[src/design/smm_pkg.sv]
// ----------------------------------------------------------------------------
// smm_pkg
// Shared types, codes and constants of the signal-to-MIDI modulator.
// ----------------------------------------------------------------------------
`default_nettype none

package smm_pkg;

	localparam int RULES   = 4;
	localparam int NRULE   = (RULES < 4) ? RULES : 4;
	localparam int IDX_W   = (NRULE > 2) ? 2 : 1;
	localparam int CFG_W   = 26;
	localparam int CFGI_W  = 3;
	localparam int SIG_W   = 16;

	localparam logic [CFGI_W-1:0] CFG_RULE_COUNT = 3'd0;
	localparam logic [CFGI_W-1:0] CFG_RULE_BASE  = 3'd1;

	localparam logic [2:0]       RULE_COUNT_RST = 3'd1;
	localparam logic [CFG_W-1:0] RULE_WORD0_RST = 26'd8389200;

	localparam logic [2:0] TGT_VEL  = 3'd0;
	localparam logic [2:0] TGT_BEND = 3'd1;
	localparam logic [2:0] TGT_MOD  = 3'd2;
	localparam logic [2:0] TGT_AFT  = 3'd3;

	localparam logic [3:0] ST_NOTE_ON = 4'h9;
	localparam logic [3:0] ST_BEND    = 4'hE;
	localparam logic [3:0] ST_CTRL    = 4'hB;
	localparam logic [3:0] ST_AFT     = 4'hD;
	localparam logic [6:0] CC_MOD_WHEEL = 7'd1;

	typedef struct packed {
		logic [2:0]                  rule_count;
		logic [NRULE-1:0][CFG_W-1:0] rule_word;
	} cfg_t;

	typedef enum logic [3:0] {
		DP_NOP,
		DP_MUL_SA,
		DP_MUL_QA,
		DP_MUL_BEND,
		DP_MUL_CC,
		DP_VF_ROUND,
		DP_MUL_VF,
		DP_PROD_UPD,
		DP_MUL_VEL
	} dp_op_t;

	typedef enum logic [1:0] {
		OUT_RULE,
		OUT_NOTE,
		OUT_PASS
	} out_sel_t;

	typedef enum logic [3:0] {
		S_IDLE,
		S_DECODE,
		S_SCAN,
		S_MUL2,
		S_EMIT,
		S_VSCAN,
		S_VRND,
		S_VMUL,
		S_VPROD,
		S_VFIN,
		S_VEMIT,
		S_PASS
	} state_t;

	typedef struct packed {
		dp_op_t           op;
		logic             load_in;
		logic             set_chan;
		logic             out_load;
		out_sel_t         out_sel;
		logic             last;
		logic [IDX_W-1:0] idx;
	} dp_cmd_t;

	typedef struct packed {
		logic is_midi;
		logic note_on;
		logic out_free;
	} dp_stat_t;

endpackage

`default_nettype wire

[src/design/smm_cfg_regs.sv]
// ----------------------------------------------------------------------------
// smm_cfg_regs
// Rule count and rule word registers behind the plain write port.
// ----------------------------------------------------------------------------
`default_nettype none

module smm_cfg_regs (
	input  wire logic                        clk,
	input  wire logic                        arst_n,
	input  wire logic                        cfg_we,
	input  wire logic [smm_pkg::CFGI_W-1:0]  cfg_index,
	input  wire logic [smm_pkg::CFG_W-1:0]   cfg_data,
	output smm_pkg::cfg_t                    cfg
);

	smm_pkg::cfg_t cfg_q;

	always_ff @(posedge clk or negedge arst_n) begin
		if (!arst_n) begin
			cfg_q.rule_count <= smm_pkg::RULE_COUNT_RST;
			for (int i = 0; i < smm_pkg::NRULE; i++) begin
				cfg_q.rule_word[i] <= (i == 0) ? smm_pkg::RULE_WORD0_RST : '0;
			end
		end else if (cfg_we) begin
			if (cfg_index == smm_pkg::CFG_RULE_COUNT) begin
				cfg_q.rule_count <= cfg_data[2:0];
			end
			for (int i = 0; i < smm_pkg::NRULE; i++) begin
				if (cfg_index == smm_pkg::CFG_RULE_BASE + smm_pkg::CFGI_W'(i)) begin
					cfg_q.rule_word[i] <= cfg_data;
				end
			end
		end
	end

	assign cfg = cfg_q;

endmodule

`default_nettype wire

[src/design/smm_datapath.sv]
// ----------------------------------------------------------------------------
// smm_datapath
// Input capture, shared 32x32 multiplier, rounding and clamping, channel
// register and the output register.
// ----------------------------------------------------------------------------
`default_nettype none

module smm_datapath (
	input  wire logic                       clk,
	input  wire logic                       arst_n,
	input  smm_pkg::cfg_t                   cfg,
	input  smm_pkg::dp_cmd_t                cmd,
	output smm_pkg::dp_stat_t               dp_stat,
	input  wire logic                       op,
	input  wire logic [7:0]                 status_in,
	input  wire logic [6:0]                 data_one_in,
	input  wire logic [6:0]                 data_two_in,
	input  wire logic [15:0]                offset_in,
	input  wire logic signed [15:0]         sig_zero,
	input  wire logic signed [15:0]         sig_one,
	input  wire logic signed [15:0]         sig_two,
	input  wire logic signed [15:0]         sig_three,
	output logic                            out_valid,
	input  wire logic                       out_ready,
	output logic [7:0]                      status_out,
	output logic [6:0]                      data_one_out,
	output logic [6:0]                      data_two_out,
	output logic [15:0]                     offset_out,
	output logic                            last
);

	localparam logic signed [31:0] ONE28 = 32'sd268435456;
	localparam logic signed [31:0] ONE29 = 32'sd536870912;

	logic                    op_q;
	logic [7:0]              st_q;
	logic [6:0]              d1_q;
	logic [6:0]              d2_q;
	logic [15:0]             off_q;
	logic signed [15:0]      sig_in [4];
	logic signed [15:0]      sig_q  [smm_pkg::NRULE];
	logic [3:0]              chan_q;
	logic signed [63:0]      mul_q;
	logic signed [23:0]      f_q;
	logic signed [31:0]      prod_q;
	logic                    out_valid_q;

	logic signed [15:0]      sig_s;
	logic [smm_pkg::CFG_W-1:0] word;
	logic signed [15:0]      amt;
	logic [2:0]              tgt;
	logic [6:0]              cc;
	logic signed [31:0]      mx;
	logic signed [31:0]      my;
	logic signed [63:0]      mres;
	logic signed [31:0]      pl;
	logic signed [31:0]      bend_clamp;
	logic signed [31:0]      cc_clamp;
	logic signed [33:0]      f_full;
	logic signed [33:0]      f_rnd;
	logic signed [63:0]      rnd20;
	logic signed [43:0]      v_hi;
	logic [6:0]              vel;
	logic signed [63:0]      bend_t;
	logic [13:0]             bend;
	logic [37:0]             cc_t;
	logic [6:0]              ccv;
	logic                    out_free;

	assign sig_in[0] = sig_zero;
	assign sig_in[1] = sig_one;
	assign sig_in[2] = sig_two;
	assign sig_in[3] = sig_three;

	assign sig_s = sig_q[cmd.idx];
	assign word  = cfg.rule_word[cmd.idx];
	assign amt   = $signed(word[25:10]);
	assign tgt   = word[2:0];
	assign cc    = word[9:3];
	assign pl    = mul_q[31:0];

	always_comb begin
		if (pl > ONE28) begin
			bend_clamp = ONE28;
		end else if (pl < -ONE28) begin
			bend_clamp = -ONE28;
		end else begin
			bend_clamp = pl;
		end
		if (pl < 32'sd0) begin
			cc_clamp = 32'sd0;
		end else if (pl > ONE29) begin
			cc_clamp = ONE29;
		end else begin
			cc_clamp = pl;
		end
	end

	always_comb begin
		unique case (cmd.op)
			smm_pkg::DP_MUL_SA: begin
				mx = 32'(sig_s);
				my = 32'(amt);
			end
			smm_pkg::DP_MUL_QA: begin
				mx = {16'd0, ~sig_s[15], sig_s[14:0]};
				my = 32'(amt);
			end
			smm_pkg::DP_MUL_BEND: begin
				mx = bend_clamp;
				my = 32'sd8191;
			end
			smm_pkg::DP_MUL_CC: begin
				mx = cc_clamp;
				my = 32'sd127;
			end
			smm_pkg::DP_MUL_VF: begin
				mx = prod_q;
				my = 32'(f_q);
			end
			smm_pkg::DP_MUL_VEL: begin
				mx = {25'd0, d2_q};
				my = prod_q;
			end
			default: begin
				mx = '0;
				my = '0;
			end
		endcase
	end

	assign mres = mx * my;

	assign f_full = 34'(pl) + 34'sd268435456;
	assign f_rnd  = f_full + (f_full[33] ? 34'sd127 : 34'sd128);

	assign rnd20 = mul_q + (mul_q[63] ? 64'sd524287 : 64'sd524288);
	assign v_hi  = $signed(rnd20[63:20]);

	always_comb begin
		if (v_hi < 44'sd1) begin
			vel = 7'd1;
		end else if (v_hi > 44'sd127) begin
			vel = 7'd127;
		end else begin
			vel = v_hi[6:0];
		end
	end

	assign bend_t = mul_q + (mul_q[63] ? 64'sd134217727 : 64'sd134217728);
	assign bend   = 14'd8192 + bend_t[41:28];
	assign cc_t   = mul_q[37:0] + 38'd268435456;
	assign ccv    = cc_t[35:29];

	always_ff @(posedge clk) begin
		if (cmd.load_in) begin
			op_q  <= op;
			st_q  <= status_in;
			d1_q  <= data_one_in;
			d2_q  <= data_two_in;
			off_q <= offset_in;
			for (int i = 0; i < smm_pkg::NRULE; i++) begin
				sig_q[i] <= sig_in[i];
			end
		end
	end

	always_ff @(posedge clk) begin
		unique case (cmd.op)
			smm_pkg::DP_MUL_SA, smm_pkg::DP_MUL_QA, smm_pkg::DP_MUL_BEND,
			smm_pkg::DP_MUL_CC, smm_pkg::DP_MUL_VF, smm_pkg::DP_MUL_VEL: begin
				mul_q <= mres;
			end
			smm_pkg::DP_VF_ROUND: begin
				f_q <= f_rnd[31:8];
			end
			smm_pkg::DP_PROD_UPD: begin
				prod_q <= rnd20[51:20];
			end
			default: begin
			end
		endcase
		if (cmd.load_in) begin
			prod_q <= 32'sd1048576;
		end
	end

	always_ff @(posedge clk or negedge arst_n) begin
		if (!arst_n) begin
			chan_q <= '0;
		end else if (cmd.set_chan) begin
			chan_q <= st_q[3:0];
		end
	end

	assign out_free = !out_valid_q || out_ready;

	always_ff @(posedge clk or negedge arst_n) begin
		if (!arst_n) begin
			out_valid_q <= 1'b0;
		end else if (cmd.out_load) begin
			out_valid_q <= 1'b1;
		end else if (out_ready) begin
			out_valid_q <= 1'b0;
		end
	end

	always_ff @(posedge clk) begin
		if (cmd.out_load) begin
			last <= cmd.last;
			unique case (cmd.out_sel)
				smm_pkg::OUT_RULE: begin
					offset_out <= '0;
					priority case (tgt)
						smm_pkg::TGT_BEND: begin
							status_out   <= {smm_pkg::ST_BEND, chan_q};
							data_one_out <= bend[6:0];
							data_two_out <= bend[13:7];
						end
						smm_pkg::TGT_MOD: begin
							status_out   <= {smm_pkg::ST_CTRL, chan_q};
							data_one_out <= smm_pkg::CC_MOD_WHEEL;
							data_two_out <= ccv;
						end
						smm_pkg::TGT_AFT: begin
							status_out   <= {smm_pkg::ST_AFT, chan_q};
							data_one_out <= ccv;
							data_two_out <= '0;
						end
						default: begin
							status_out   <= {smm_pkg::ST_CTRL, chan_q};
							data_one_out <= cc;
							data_two_out <= ccv;
						end
					endcase
				end
				smm_pkg::OUT_NOTE: begin
					status_out   <= st_q;
					data_one_out <= d1_q;
					data_two_out <= vel;
					offset_out   <= off_q;
				end
				default: begin
					status_out   <= st_q;
					data_one_out <= d1_q;
					data_two_out <= d2_q;
					offset_out   <= off_q;
				end
			endcase
		end
	end

	assign out_valid        = out_valid_q;
	assign dp_stat.is_midi  = op_q;
	assign dp_stat.note_on  = (st_q[7:4] == smm_pkg::ST_NOTE_ON) && (d2_q != 7'd0);
	assign dp_stat.out_free = out_free;

endmodule

`default_nettype wire

[src/design/smm_ctrl.sv]
// ----------------------------------------------------------------------------
// smm_ctrl
// Sequencer: walks the rules for block starts and velocity scaling and
// drives the datapath commands.
// ----------------------------------------------------------------------------
`default_nettype none

module smm_ctrl (
	input  wire logic                clk,
	input  wire logic                arst_n,
	input  smm_pkg::cfg_t            cfg,
	input  smm_pkg::dp_stat_t        dp_stat,
	input  wire logic                in_valid,
	output logic                     in_ready,
	output smm_pkg::dp_cmd_t         cmd
);

	smm_pkg::state_t                 state_q;
	smm_pkg::state_t                 state_d;
	logic [smm_pkg::IDX_W-1:0]       idx_q;
	logic [smm_pkg::IDX_W-1:0]       idx_d;
	logic [smm_pkg::NRULE-1:0]       emit;
	logic [smm_pkg::NRULE-1:0]       vmask;
	logic                            later;
	logic                            idx_end;
	logic [2:0]                      cur_tgt;

	always_comb begin
		for (int i = 0; i < smm_pkg::NRULE; i++) begin
			vmask[i] = (3'(i) < cfg.rule_count) &&
				(cfg.rule_word[i][2:0] == smm_pkg::TGT_VEL);
			emit[i]  = (3'(i) < cfg.rule_count) &&
				(cfg.rule_word[i][2:0] != smm_pkg::TGT_VEL) &&
				(cfg.rule_word[i][25:10] != 16'd0);
		end
		later = 1'b0;
		for (int j = 0; j < smm_pkg::NRULE; j++) begin
			if ((j > int'(idx_q)) && emit[j]) begin
				later = 1'b1;
			end
		end
	end

	assign idx_end = (idx_q == smm_pkg::IDX_W'(smm_pkg::NRULE - 1));
	assign cur_tgt = cfg.rule_word[idx_q][2:0];

	always_ff @(posedge clk or negedge arst_n) begin
		if (!arst_n) begin
			state_q <= smm_pkg::S_IDLE;
			idx_q   <= '0;
		end else begin
			state_q <= state_d;
			idx_q   <= idx_d;
		end
	end

	always_comb begin
		state_d      = state_q;
		idx_d        = idx_q;
		in_ready     = 1'b0;
		cmd.op       = smm_pkg::DP_NOP;
		cmd.load_in  = 1'b0;
		cmd.set_chan = 1'b0;
		cmd.out_load = 1'b0;
		cmd.out_sel  = smm_pkg::OUT_RULE;
		cmd.last     = 1'b0;
		cmd.idx      = idx_q;
		unique case (state_q)
			smm_pkg::S_IDLE: begin
				in_ready = 1'b1;
				idx_d    = '0;
				if (in_valid) begin
					cmd.load_in = 1'b1;
					state_d     = smm_pkg::S_DECODE;
				end
			end
			smm_pkg::S_DECODE: begin
				priority if (!dp_stat.is_midi) begin
					state_d = smm_pkg::S_SCAN;
				end else if (dp_stat.note_on) begin
					cmd.set_chan = 1'b1;
					state_d      = smm_pkg::S_VSCAN;
				end else begin
					state_d = smm_pkg::S_PASS;
				end
			end
			smm_pkg::S_SCAN: begin
				priority if (emit == '0) begin
					state_d = smm_pkg::S_IDLE;
				end else if (emit[idx_q]) begin
					cmd.op  = (cur_tgt == smm_pkg::TGT_BEND) ?
						smm_pkg::DP_MUL_SA : smm_pkg::DP_MUL_QA;
					state_d = smm_pkg::S_MUL2;
				end else begin
					idx_d = idx_q + 1'b1;
				end
			end
			smm_pkg::S_MUL2: begin
				cmd.op  = (cur_tgt == smm_pkg::TGT_BEND) ?
					smm_pkg::DP_MUL_BEND : smm_pkg::DP_MUL_CC;
				state_d = smm_pkg::S_EMIT;
			end
			smm_pkg::S_EMIT: begin
				cmd.last = !later;
				if (dp_stat.out_free) begin
					cmd.out_load = 1'b1;
					if (later) begin
						idx_d   = idx_q + 1'b1;
						state_d = smm_pkg::S_SCAN;
					end else begin
						state_d = smm_pkg::S_IDLE;
					end
				end
			end
			smm_pkg::S_VSCAN: begin
				priority if (vmask[idx_q]) begin
					cmd.op  = smm_pkg::DP_MUL_SA;
					state_d = smm_pkg::S_VRND;
				end else if (idx_end) begin
					state_d = smm_pkg::S_VFIN;
				end else begin
					idx_d = idx_q + 1'b1;
				end
			end
			smm_pkg::S_VRND: begin
				cmd.op  = smm_pkg::DP_VF_ROUND;
				state_d = smm_pkg::S_VMUL;
			end
			smm_pkg::S_VMUL: begin
				cmd.op  = smm_pkg::DP_MUL_VF;
				state_d = smm_pkg::S_VPROD;
			end
			smm_pkg::S_VPROD: begin
				cmd.op = smm_pkg::DP_PROD_UPD;
				if (idx_end) begin
					state_d = smm_pkg::S_VFIN;
				end else begin
					idx_d   = idx_q + 1'b1;
					state_d = smm_pkg::S_VSCAN;
				end
			end
			smm_pkg::S_VFIN: begin
				cmd.op  = smm_pkg::DP_MUL_VEL;
				state_d = smm_pkg::S_VEMIT;
			end
			smm_pkg::S_VEMIT: begin
				cmd.out_sel = smm_pkg::OUT_NOTE;
				cmd.last    = 1'b1;
				if (dp_stat.out_free) begin
					cmd.out_load = 1'b1;
					state_d      = smm_pkg::S_IDLE;
				end
			end
			smm_pkg::S_PASS: begin
				cmd.out_sel = smm_pkg::OUT_PASS;
				cmd.last    = 1'b1;
				if (dp_stat.out_free) begin
					cmd.out_load = 1'b1;
					state_d      = smm_pkg::S_IDLE;
				end
			end
			default: begin
				state_d = smm_pkg::S_IDLE;
			end
		endcase
	end

endmodule

`default_nettype wire

[src/design/signal_to_midi_modulator_unit.sv]
// ----------------------------------------------------------------------------
// signal_to_midi_modulator_unit
// Maps up to four control signals onto MIDI messages per rule: pitch bend,
// mod wheel, aftertouch, CC, or note-on velocity scaling; else pass-through.
// ----------------------------------------------------------------------------
//  channel   handshake              payload
//  in        in_valid / in_ready    op, status_in, data_one_in, data_two_in,
//                                   offset_in, sig_zero .. sig_three
//  out       out_valid / out_ready  status_out, data_one_out, data_two_out,
//                                   offset_out, last
//  cfg       cfg_we                 cfg_index, cfg_data
//
//  One item is worked on at a time, all products on the single shared
//  multiplier. Pass-through copies the item out; note-on walks all rule
//  slots, scaling velocity by each velocity rule; block start emits a message
//  per active non-velocity rule of nonzero amount. A stalled output holds
//  the sequencer; a new item is taken once the last result sits in the output
//  register. Reset clears config, sequencer, channel and output valid state.
// ----------------------------------------------------------------------------
`default_nettype none

module signal_to_midi_modulator_unit (
	input  wire logic                        clk,
	input  wire logic                        arst_n,
	input  wire logic                        cfg_we,
	input  wire logic [smm_pkg::CFGI_W-1:0]  cfg_index,
	input  wire logic [smm_pkg::CFG_W-1:0]   cfg_data,
	input  wire logic                        in_valid,
	output logic                             in_ready,
	input  wire logic                        op,
	input  wire logic [7:0]                  status_in,
	input  wire logic [6:0]                  data_one_in,
	input  wire logic [6:0]                  data_two_in,
	input  wire logic [15:0]                 offset_in,
	input  wire logic signed [15:0]          sig_zero,
	input  wire logic signed [15:0]          sig_one,
	input  wire logic signed [15:0]          sig_two,
	input  wire logic signed [15:0]          sig_three,
	output logic                             out_valid,
	input  wire logic                        out_ready,
	output logic [7:0]                       status_out,
	output logic [6:0]                       data_one_out,
	output logic [6:0]                       data_two_out,
	output logic [15:0]                      offset_out,
	output logic                             last
);

	smm_pkg::cfg_t     cfg;
	smm_pkg::dp_cmd_t  cmd;
	smm_pkg::dp_stat_t dp_stat;

	smm_cfg_regs u_cfg (
		.clk       (clk),
		.arst_n    (arst_n),
		.cfg_we    (cfg_we),
		.cfg_index (cfg_index),
		.cfg_data  (cfg_data),
		.cfg       (cfg)
	);

	smm_ctrl u_ctrl (
		.clk      (clk),
		.arst_n   (arst_n),
		.cfg      (cfg),
		.dp_stat  (dp_stat),
		.in_valid (in_valid),
		.in_ready (in_ready),
		.cmd      (cmd)
	);

	smm_datapath u_dp (
		.clk          (clk),
		.arst_n       (arst_n),
		.cfg          (cfg),
		.cmd          (cmd),
		.dp_stat      (dp_stat),
		.op           (op),
		.status_in    (status_in),
		.data_one_in  (data_one_in),
		.data_two_in  (data_two_in),
		.offset_in    (offset_in),
		.sig_zero     (sig_zero),
		.sig_one      (sig_one),
		.sig_two      (sig_two),
		.sig_three    (sig_three),
		.out_valid    (out_valid),
		.out_ready    (out_ready),
		.status_out   (status_out),
		.data_one_out (data_one_out),
		.data_two_out (data_two_out),
		.offset_out   (offset_out),
		.last         (last)
	);

	a_busy_after_transfer: assert property (@(posedge clk) disable iff (!arst_n)
		(in_valid && in_ready) |=> !in_ready)
		else $error("input taken while previous item still in progress");

	a_no_overwrite: assert property (@(posedge clk) disable iff (!arst_n)
		cmd.out_load |-> (!out_valid || out_ready))
		else $error("result register overwritten before transfer");

	a_single_result_last: assert property (@(posedge clk) disable iff (!arst_n)
		(cmd.out_load && (cmd.out_sel != smm_pkg::OUT_RULE)) |-> cmd.last)
		else $error("MIDI item result not marked last");

endmodule

`default_nettype wire

[config.mk]
export PLATFORM = sky130hd
export DESIGN_NAME = signal_to_midi_modulator_unit
export DESIGN_NICKNAME = d
export VERILOG_FILES = /design/src/design/smm_pkg.sv /design/src/design/smm_cfg_regs.sv /design/src/design/smm_datapath.sv /design/src/design/smm_ctrl.sv /design/src/design/signal_to_midi_modulator_unit.sv
export SDC_FILE = /design/constraint.sdc
export NUM_CORES = 2
export LEC_CHECK = 0
export ABC_AREA = 0
export BUFFER_PORTS_ARGS = -buffer_cell sky130_fd_sc_hd__buf_2
export CORE_ASPECT_RATIO = 1.1
export CORE_MARGIN = 8
export CORE_UTILIZATION = 48
export CTS_CLUSTER_DIAMETER = 200
export DETAILED_ROUTE_END_ITERATION = 6
export SKIP_CTS_REPAIR_TIMING = 1
export SLEW_MARGIN = 20
export SYNTH_ARGS = -nofsm -noshare
export SYNTH_HDL_FRONTEND = slang
export SYNTH_SLANG_ARGS = --single-unit
[constraint.sdc]
create_clock -name clk -period 16.4 [get_ports clk]
set_input_delay 2.46 -clock clk [delete_from_list [all_inputs] [get_ports clk]]
set_output_delay 2.46 -clock clk [all_outputs]
set_load 0.05 [all_outputs]
# [Word level (Yosys, flattened, before mapping)]
# Memory sizes are Yosys's and may differ from the RTL's.
# Cells that the tools add are included.
[word_totals] out_inout_bits=41 inputBits=137 register_bits=316 wordCells=198 mem_bits_rw=64 mem_count=1
[classes] mux=65 eq_ne=38 mul=1 addsub=7 reduce_logical=49 n_bitwise=1 n_lt_le_gt_ge=14
[mem_list] memory="u_dp.sig_q" words=4 width=16 read_ports=1 rd_clocked_by_memory_dff=0 wr=4 line="smm_datapath.sv:41" source="logic signed [15:0] sig_q [smm_pkg::NRULE];"
[op_table] cell="case mux 32 bit (6 select lines)" n=1
[op_table] cell="case mux 32 bit (5 select lines)" n=1
[op_table] cell="two-way mux 32 bit" n=4
[op_table] cell="adder 64 x 21 -> 64 bit" n=1
[op_table] cell="multiplier 32 x 32 -> 64 bit" n=1
[op_table] cell="nonzero test 16 bit" n=4
[op_table] cell="binary-select mux 26 bit (select 2 bit)" n=1
[op_table] cell="two-way mux 4 bit" n=12
[op_table] cell="greater-than comparator 44 x 8 -> 1 bit (second input constant)" n=1
[op_table] cell="< comparator 44 x 2 -> 1 bit (second input constant)" n=1
[op_table] cell="case mux 4 bit (11 select lines)" n=1
[op_table] cell="adder 42 x 29 -> 42 bit" n=1
[op_table] cell="case mux 7 bit (2 select lines)" n=3
[op_table] cell="adder 36 x 29 -> 36 bit (second input constant)" n=1
[op_table] cell="adder 32 x 30 -> 33 bit (second input constant)" n=1
[op_table] cell="adder 32 bit" n=1
[op_table] cell="equality test 4 x 3 -> 1 bit (second input constant)" n=8
[op_table] cell="greater-than comparator 32 x 30 -> 1 bit (second input constant)" n=1
[op_table] cell="greater-than comparator 32 x 31 -> 1 bit (second input constant)" n=1
[op_table] cell="< comparator 32 x 1 -> 1 bit (second input constant)" n=1
[op_table] cell="< comparator 32 x 29 -> 1 bit (second input constant)" n=1
[op_table] cell="two-way mux 28 bit" n=1
[op_table] cell="case mux 4 bit (7 select lines)" n=1
[op_table] cell="two-way mux 26 bit" n=1
[op_table] cell="46 further kinds" n=125

# [Longest topological paths before layout]
[logic_depth] depth_word=12 mapped_depth=40 ltp_nobuf=36

# [Cells and area by module]
# A second synthesis with hierarchy kept.
[hier_totals] cells_unflattened=5548 hier_area_um2=55032.8
[by_module_without_submodules] module="smm_datapath" seq_area_each_um2=7672.4 area_each_um2=49701.4 cells_per_inst=5157 instances=1
[by_module_without_submodules] module="smm_cfg_regs" seq_area_each_um2=2683.8 area_each_um2=4048.9 cells_per_inst=230 instances=1
[by_module_without_submodules] module="smm_ctrl" seq_area_each_um2=150.1 area_each_um2=1282.5 cells_per_inst=161 instances=1

# [Worst setup path before layout]
# No wires, ideal clock.
[synth_path] kind="register to register" startpoint="register u_ctrl.idx_q[0] (netlist bit)" endpoint="register u_dp.mul_q[60] (data pin)" required_time_ns=16.137 setup_slack_ns=6.338 arrival_ns=9.799 setup_ns=0.263 synth_period_minus_slack_ns=10.062 n_path_buf=5 stages_incl_launch_ff=35 cell_sequence="dfrtp_1 > buf_2 > mux4_2 > nand2b_1 > clkbuf_1 > nor2_1 > nand2_1 > a21oi_1 > buf_2 > a211o_1 > clkbuf_1 > nand2_1 > fa_1 > fa_1 > inv_1 > fa_1 > fa_1 > fa_1 > fa_1 > inv_1 > fa_1 > inv_1 > fa_1 > ha_1 > clkbuf_1 > a21oi_1 > nor2b_1 > o21ai_0 > nand2b_1 > a21o_1 > a21o_1 > a21oi_1 > nor2b_1 > a311oi_1 > xnor2_1"
[synth_via] elab_chain_len=11 word_cells_on_any_way=25 cone_classes="1 x mul; 7 x eq/ne; 14 x mux; 1 x bitwise; 1 x reduce/logical; 1 x memory"
[synth_lines] element="start: declaration" line="smm_ctrl.sv:20" source="logic [smm_pkg::IDX_W-1:0] idx_q;"
[synth_lines] element="start signal: assignment" line="smm_ctrl.sv:53" source="idx_q <= idx_d;"
[synth_lines] element="binary-select mux 26 bit (select 2 bit)" line="smm_datapath.sv:76, smm_ctrl.sv:45"
[synth_lines] element="two-way mux 26 bit (not written as such)" line="smm_ctrl.sv:45" source="assign cur_tgt = cfg.rule_word[idx_q][2:0];"
[synth_lines] element="equality test 3 x 1 -> 1 bit" line="smm_ctrl.sv:91, smm_ctrl.sv:99"
[synth_lines] element="two-way mux 2 bit" line="smm_ctrl.sv:91" source="cmd.op = (cur_tgt == smm_pkg::TGT_BEND) ?"
[synth_lines] element="two-way mux 4 bit" line="smm_ctrl.sv:90" source="end else if (emit[idx_q]) begin"
[synth_lines] element="two-way mux 4 bit" line="smm_ctrl.sv:88" source="priority if (emit == '0) begin"
[synth_lines] element="case mux 4 bit (7 select lines)" line="smm_ctrl.sv:68" source="unique case (state_q)"
[synth_lines] element="equality test 4 x 1 -> 1 bit / equality test 4 x 2 -> 1 bit (equally long branches)" line="smm_datapath.sv:100" source="unique case (cmd.op)"
[synth_lines] element="OR reduction 2 bit (no line)"
[synth_lines] element="case mux 32 bit (5 select lines)" line="smm_datapath.sv:100"
[synth_lines] element="multiplier 32 x 32 -> 64 bit (*)" line="smm_datapath.sv:132" source="assign mres = mx * my;"
[synth_lines] element="net u_dp.mres[60]" line="smm_datapath.sv:55" source="logic signed [63:0] mres;"
[synth_lines] element="end signal: assignment" line="smm_datapath.sv:172" source="mul_q <= mres;"
[synth_lines] element="end: declaration" line="smm_datapath.sv:43" source="logic signed [63:0] mul_q;"
# Mark *: on every way through the listed nets, which the timed path passes. The rest lies on a longest branch. The select of a mux whose other input is x is not followed.
# A chain may end at the register's enable or synchronous reset.

# [Worst setup path in the final report]
# Same ends and word-level chain as after synthesis.

==> flow_summary.toml <==
[outcome]
status = "complete, no violations"

[floorplanning]
start_util_pct = 48.5
fp.dieArea_um2 = 125000
boundaryPins = 178
std_cell_rows = 129
die_w_um = 337
core-area_um2 = 112000
chipHeight_um = 369

[global_routing]
grt_use_total_pct = 28.8
first_global_vias = 42700
antenna_found_initial = 9
overflow = 0
grt_pass1_wl_um = 270000
grt_max_degree = 85

[worst_setup_path]
r2r-start = "u_ctrl.idx_q[0]"
slowest_delay_ns = 1.06
required_ns = 16.71
crit_type = "register to register"
startpoint = "u_ctrl.idx_q[0]"
cpMostUsedCell = "fa_1"
start_kind = "register"
crit_path_end_kind = "register"
cp_slowest_cell = "dfrtp_4"
arrival_ns = 13.48
crit_path_max_fanout = 54

[finish]
fillers = 10300
areaGrowthSynthToFinish_pct = 7.61
instances_no_fill = 7120
drive_above_1_share_pct = 10.6
post-route-util_pct = 52.1
nets = 7021

[power_and_ir_drop]
clkPwrFrac_pct = 11.0
swShare_pct = 54.7
seqPwrFrac_pct = 21.1
power_leakage_nw = 27.1
power-per-cell-area_nw_per_um2 = 149
internal-power_w = 0.00395
p_switching_w = 0.00476
p_comb_share_pct = 67.9
vdd_ir_drop_max_mv = 0.118

[detailed_routing]
via_per_inst = 5.75
ant_nets = 0
drc = 0
routed-via-count = 40900
drtIter0Drc = 4024
wl_per_cell_um = 24.8
first_pass_iters = 6
totalWireLength_um = 177000

[clocking]
cts-root-buf = "clkbuf_16"
cts_buffer_depth = 3
clk_pin_slew_worst_paths_ns = 0.07
cts_tree = "built"
clk-insertion-delay-late_ns = 0.58
cts_made_buffers = 43
cts_sinks = 380
cts_max_level = 2

[yosys]
syn-num-nets = 6984
synth_cell_types = 86
async_flop_share_pct = 31.1
yosysWarnings = 0
syn_inst = 5537
avgSynthCellArea_um2 = 9.84
synth-edff-count = 230
ys_ff_latch = 380
synthFlopType = "edfxtp_1"
ys_seq_area_share_pct = 19.3
synth_area_um2 = 54500

[sta]
setup_viol = 0
tns_ns = 0
worstMarginPinSlew_ns = 1.26
slew_viol_final = 0
final_hold_viol_count = 0
skew_ns = 0.0286
period_share_pct = 80.3
slew_headroom_pct = 16.1
max_freq_ghz = 0.0759
fin_crit_ns = 13.17
rsz0062_at_grt = "no"

[min_path]
hold_start = "u_dp.prod_q[0]"
hold_path.class = "register to register"

[placement]
gp_congestion = 1.00
placedCellCount = 7034
io_buffers = 177
dp_hpwl_um = 140000

[flow_run]
drv_cap = 0
[placed cells by master, fill, tap and decap left out, types with 13 or more instances in the layout]
master / netlist / layout
fa_1: 1082 / 1082
o21bai_1: 13 / 13
a31oi_1: 17 / 17
nand3_1: 56 / 56
buf_4: 0 / 106
nand2b_1: 29 / 29
nor4_1: 37 / 37
nand4_1: 41 / 41
xnor2_1: 97 / 97
ha_1: 228 / 228
and3_1: 42 / 42
o211ai_1: 18 / 18
nand2_1: 640 / 639
a211oi_1: 36 / 34
or3_1: 20 / 20
edfxtp_1: 230 / 230
o21ai_0: 84 / 83
clkbuf_16: 0 / 44
a21oi_1: 133 / 124
a22oi_1: 15 / 14
a221o_1: 26 / 26
dfxtp_1: 32 / 32
xor2_1: 46 / 46
dfrtp_1: 113 / 111
inv_1: 1036 / 1036
mux4_2: 38 / 38
or2_2: 16 / 16
mux2_2: 120 / 120
buf_2: 20 / 176
a21o_1: 58 / 57
and2_1: 27 / 23
a221oi_2: 1 / 14
nor3_1: 35 / 32
nor2b_1: 22 / 21
nor2_1: 660 / 656
[synth_stat cells (42+ instances only)]
library cell,number,share of area (%)
fa_1,1082,40
inv_1,1036,7.1
nor2_1,660,4.5
nand2_1,640,4.4
clkbuf_1,249,1.7
edfxtp_1,230,13
ha_1,228,5.2
a21oi_1,133,1.2
mux2_2,120,2.5
dfrtp_1,113,5.2
xnor2_1,97,1.6
o21ai_0,84,0.77
a21o_1,58,0.80
nand3_1,56,0.51
xor2_1,46,0.74
and3_1,42,0.48
[metrics by stage]
step	hold slack, ns	power, W	worst slack (ns)	area, um2
after global placement	0.480	0.00758	3.82	57200
after detailed placement	0.481	0.00759	3.62	57200
after floorplan	0.445	0.00549	6.34	54500
after global routing	0.503	0.00927	2.85	58700
after CTS	0.489	0.00863	3.53	58600
final	0.492	0.00871	3.23	58700
[critical path, delay by kind of cell (launching register included)]
kind | cells | cell delay (ns)
flops | 1 | 1.06
compound gates | 12 | 4.43
xor+xnor | 1 | 0.17
buf+inv | 2 | 0.56
fa+ha+maj | 9 | 4.14
simple gates | 5 | 1.85
mux | 1 | 0.65
[per-layer routing]
metal,vias to the layer above,share of wire (%),track usage (%)
li1,17500,-,-
met3,429,8.9,5.45
met4,6,5.1,12.1
met5,-,0.019,0
met1,21100,40,39.3
met2,1910,46,45.1
[state kept, by name, summed over array words and instances, names as in the netlist]
register	count
u_dp.status_out	8
u_dp.off_q	16
u_dp.mul_q	64
u_dp.st_q	8
u_dp.last	1
u_dp.chan_q	4
u_cfg.cfg	107
u_ctrl.state_q	4
u_dp.f_q	24
u_dp.data_one_out	7
u_dp.out_valid	1
u_dp.data_two_out	7
u_ctrl.idx_q	2
u_dp.prod_q	32
u_dp.offset_out	16
u_dp.sig_q	64
u_dp.d1_q	7
u_dp.d2_q	7
u_dp.op_q	1
[path summary, 6_finish.rpt]
check | endpoint | slack, ns | cells after the start
min | u_dp.prod_q[0] | 0.49 | 2
min reg2reg | u_dp.prod_q[0] | 0.49 | 2
max reg2reg | u_dp.mul_q[60] | 3.23 | 30
min in group asynchronous | u_cfg.cfg[81] | 1.89 | 1
max in group asynchronous | u_cfg.cfg[97] | 13.10 | 2
max | u_dp.mul_q[60] | 3.23 | 30
[power groups by stage]
| stage | Clock (W) | Combinational (W) | Sequential [W] |
|---|---|---|---|
| after floorplan | 0 | 0.00378 | 0.00171 |
| after global routing | 0.00101 | 0.00640 | 0.00186 |
| after global placement | 0 | 0.00574 | 0.00183 |
| after detailed placement | 0 | 0.00576 | 0.00183 |
| after CTS | 0.000975 | 0.00584 | 0.00182 |
| final | 0.000959 | 0.00592 | 0.00183 |
[cells by family after synthesis]
logic type / share of synthesized area, %
xor gates and xnor gates: 2.30
adders and majority gates: 45.0
muxes: 4.20
buffers and inverters: 9.26
and+or+nand+nor: 13.1
AOI/OAI and AO/OA: 6.86
DFF: 19.3
[cell type report]
class | count | area, um2 | share of cell area, %
clock buffer | 56 | 1210 | 2.06
timing repair buffer | 284 | 1710 | 2.92
antenna | 7 | 17.5 | 0.0299
sequential | 380 | 10500 | 17.9
multi-input combinational | 3827 | 39200 | 66.9
clock inverter | 22 | 189 | 0.322
tap | 1506 | 1880 | 3.21
inverter | 1038 | 3900 | 6.64
(Power assumes the default switching activity.)
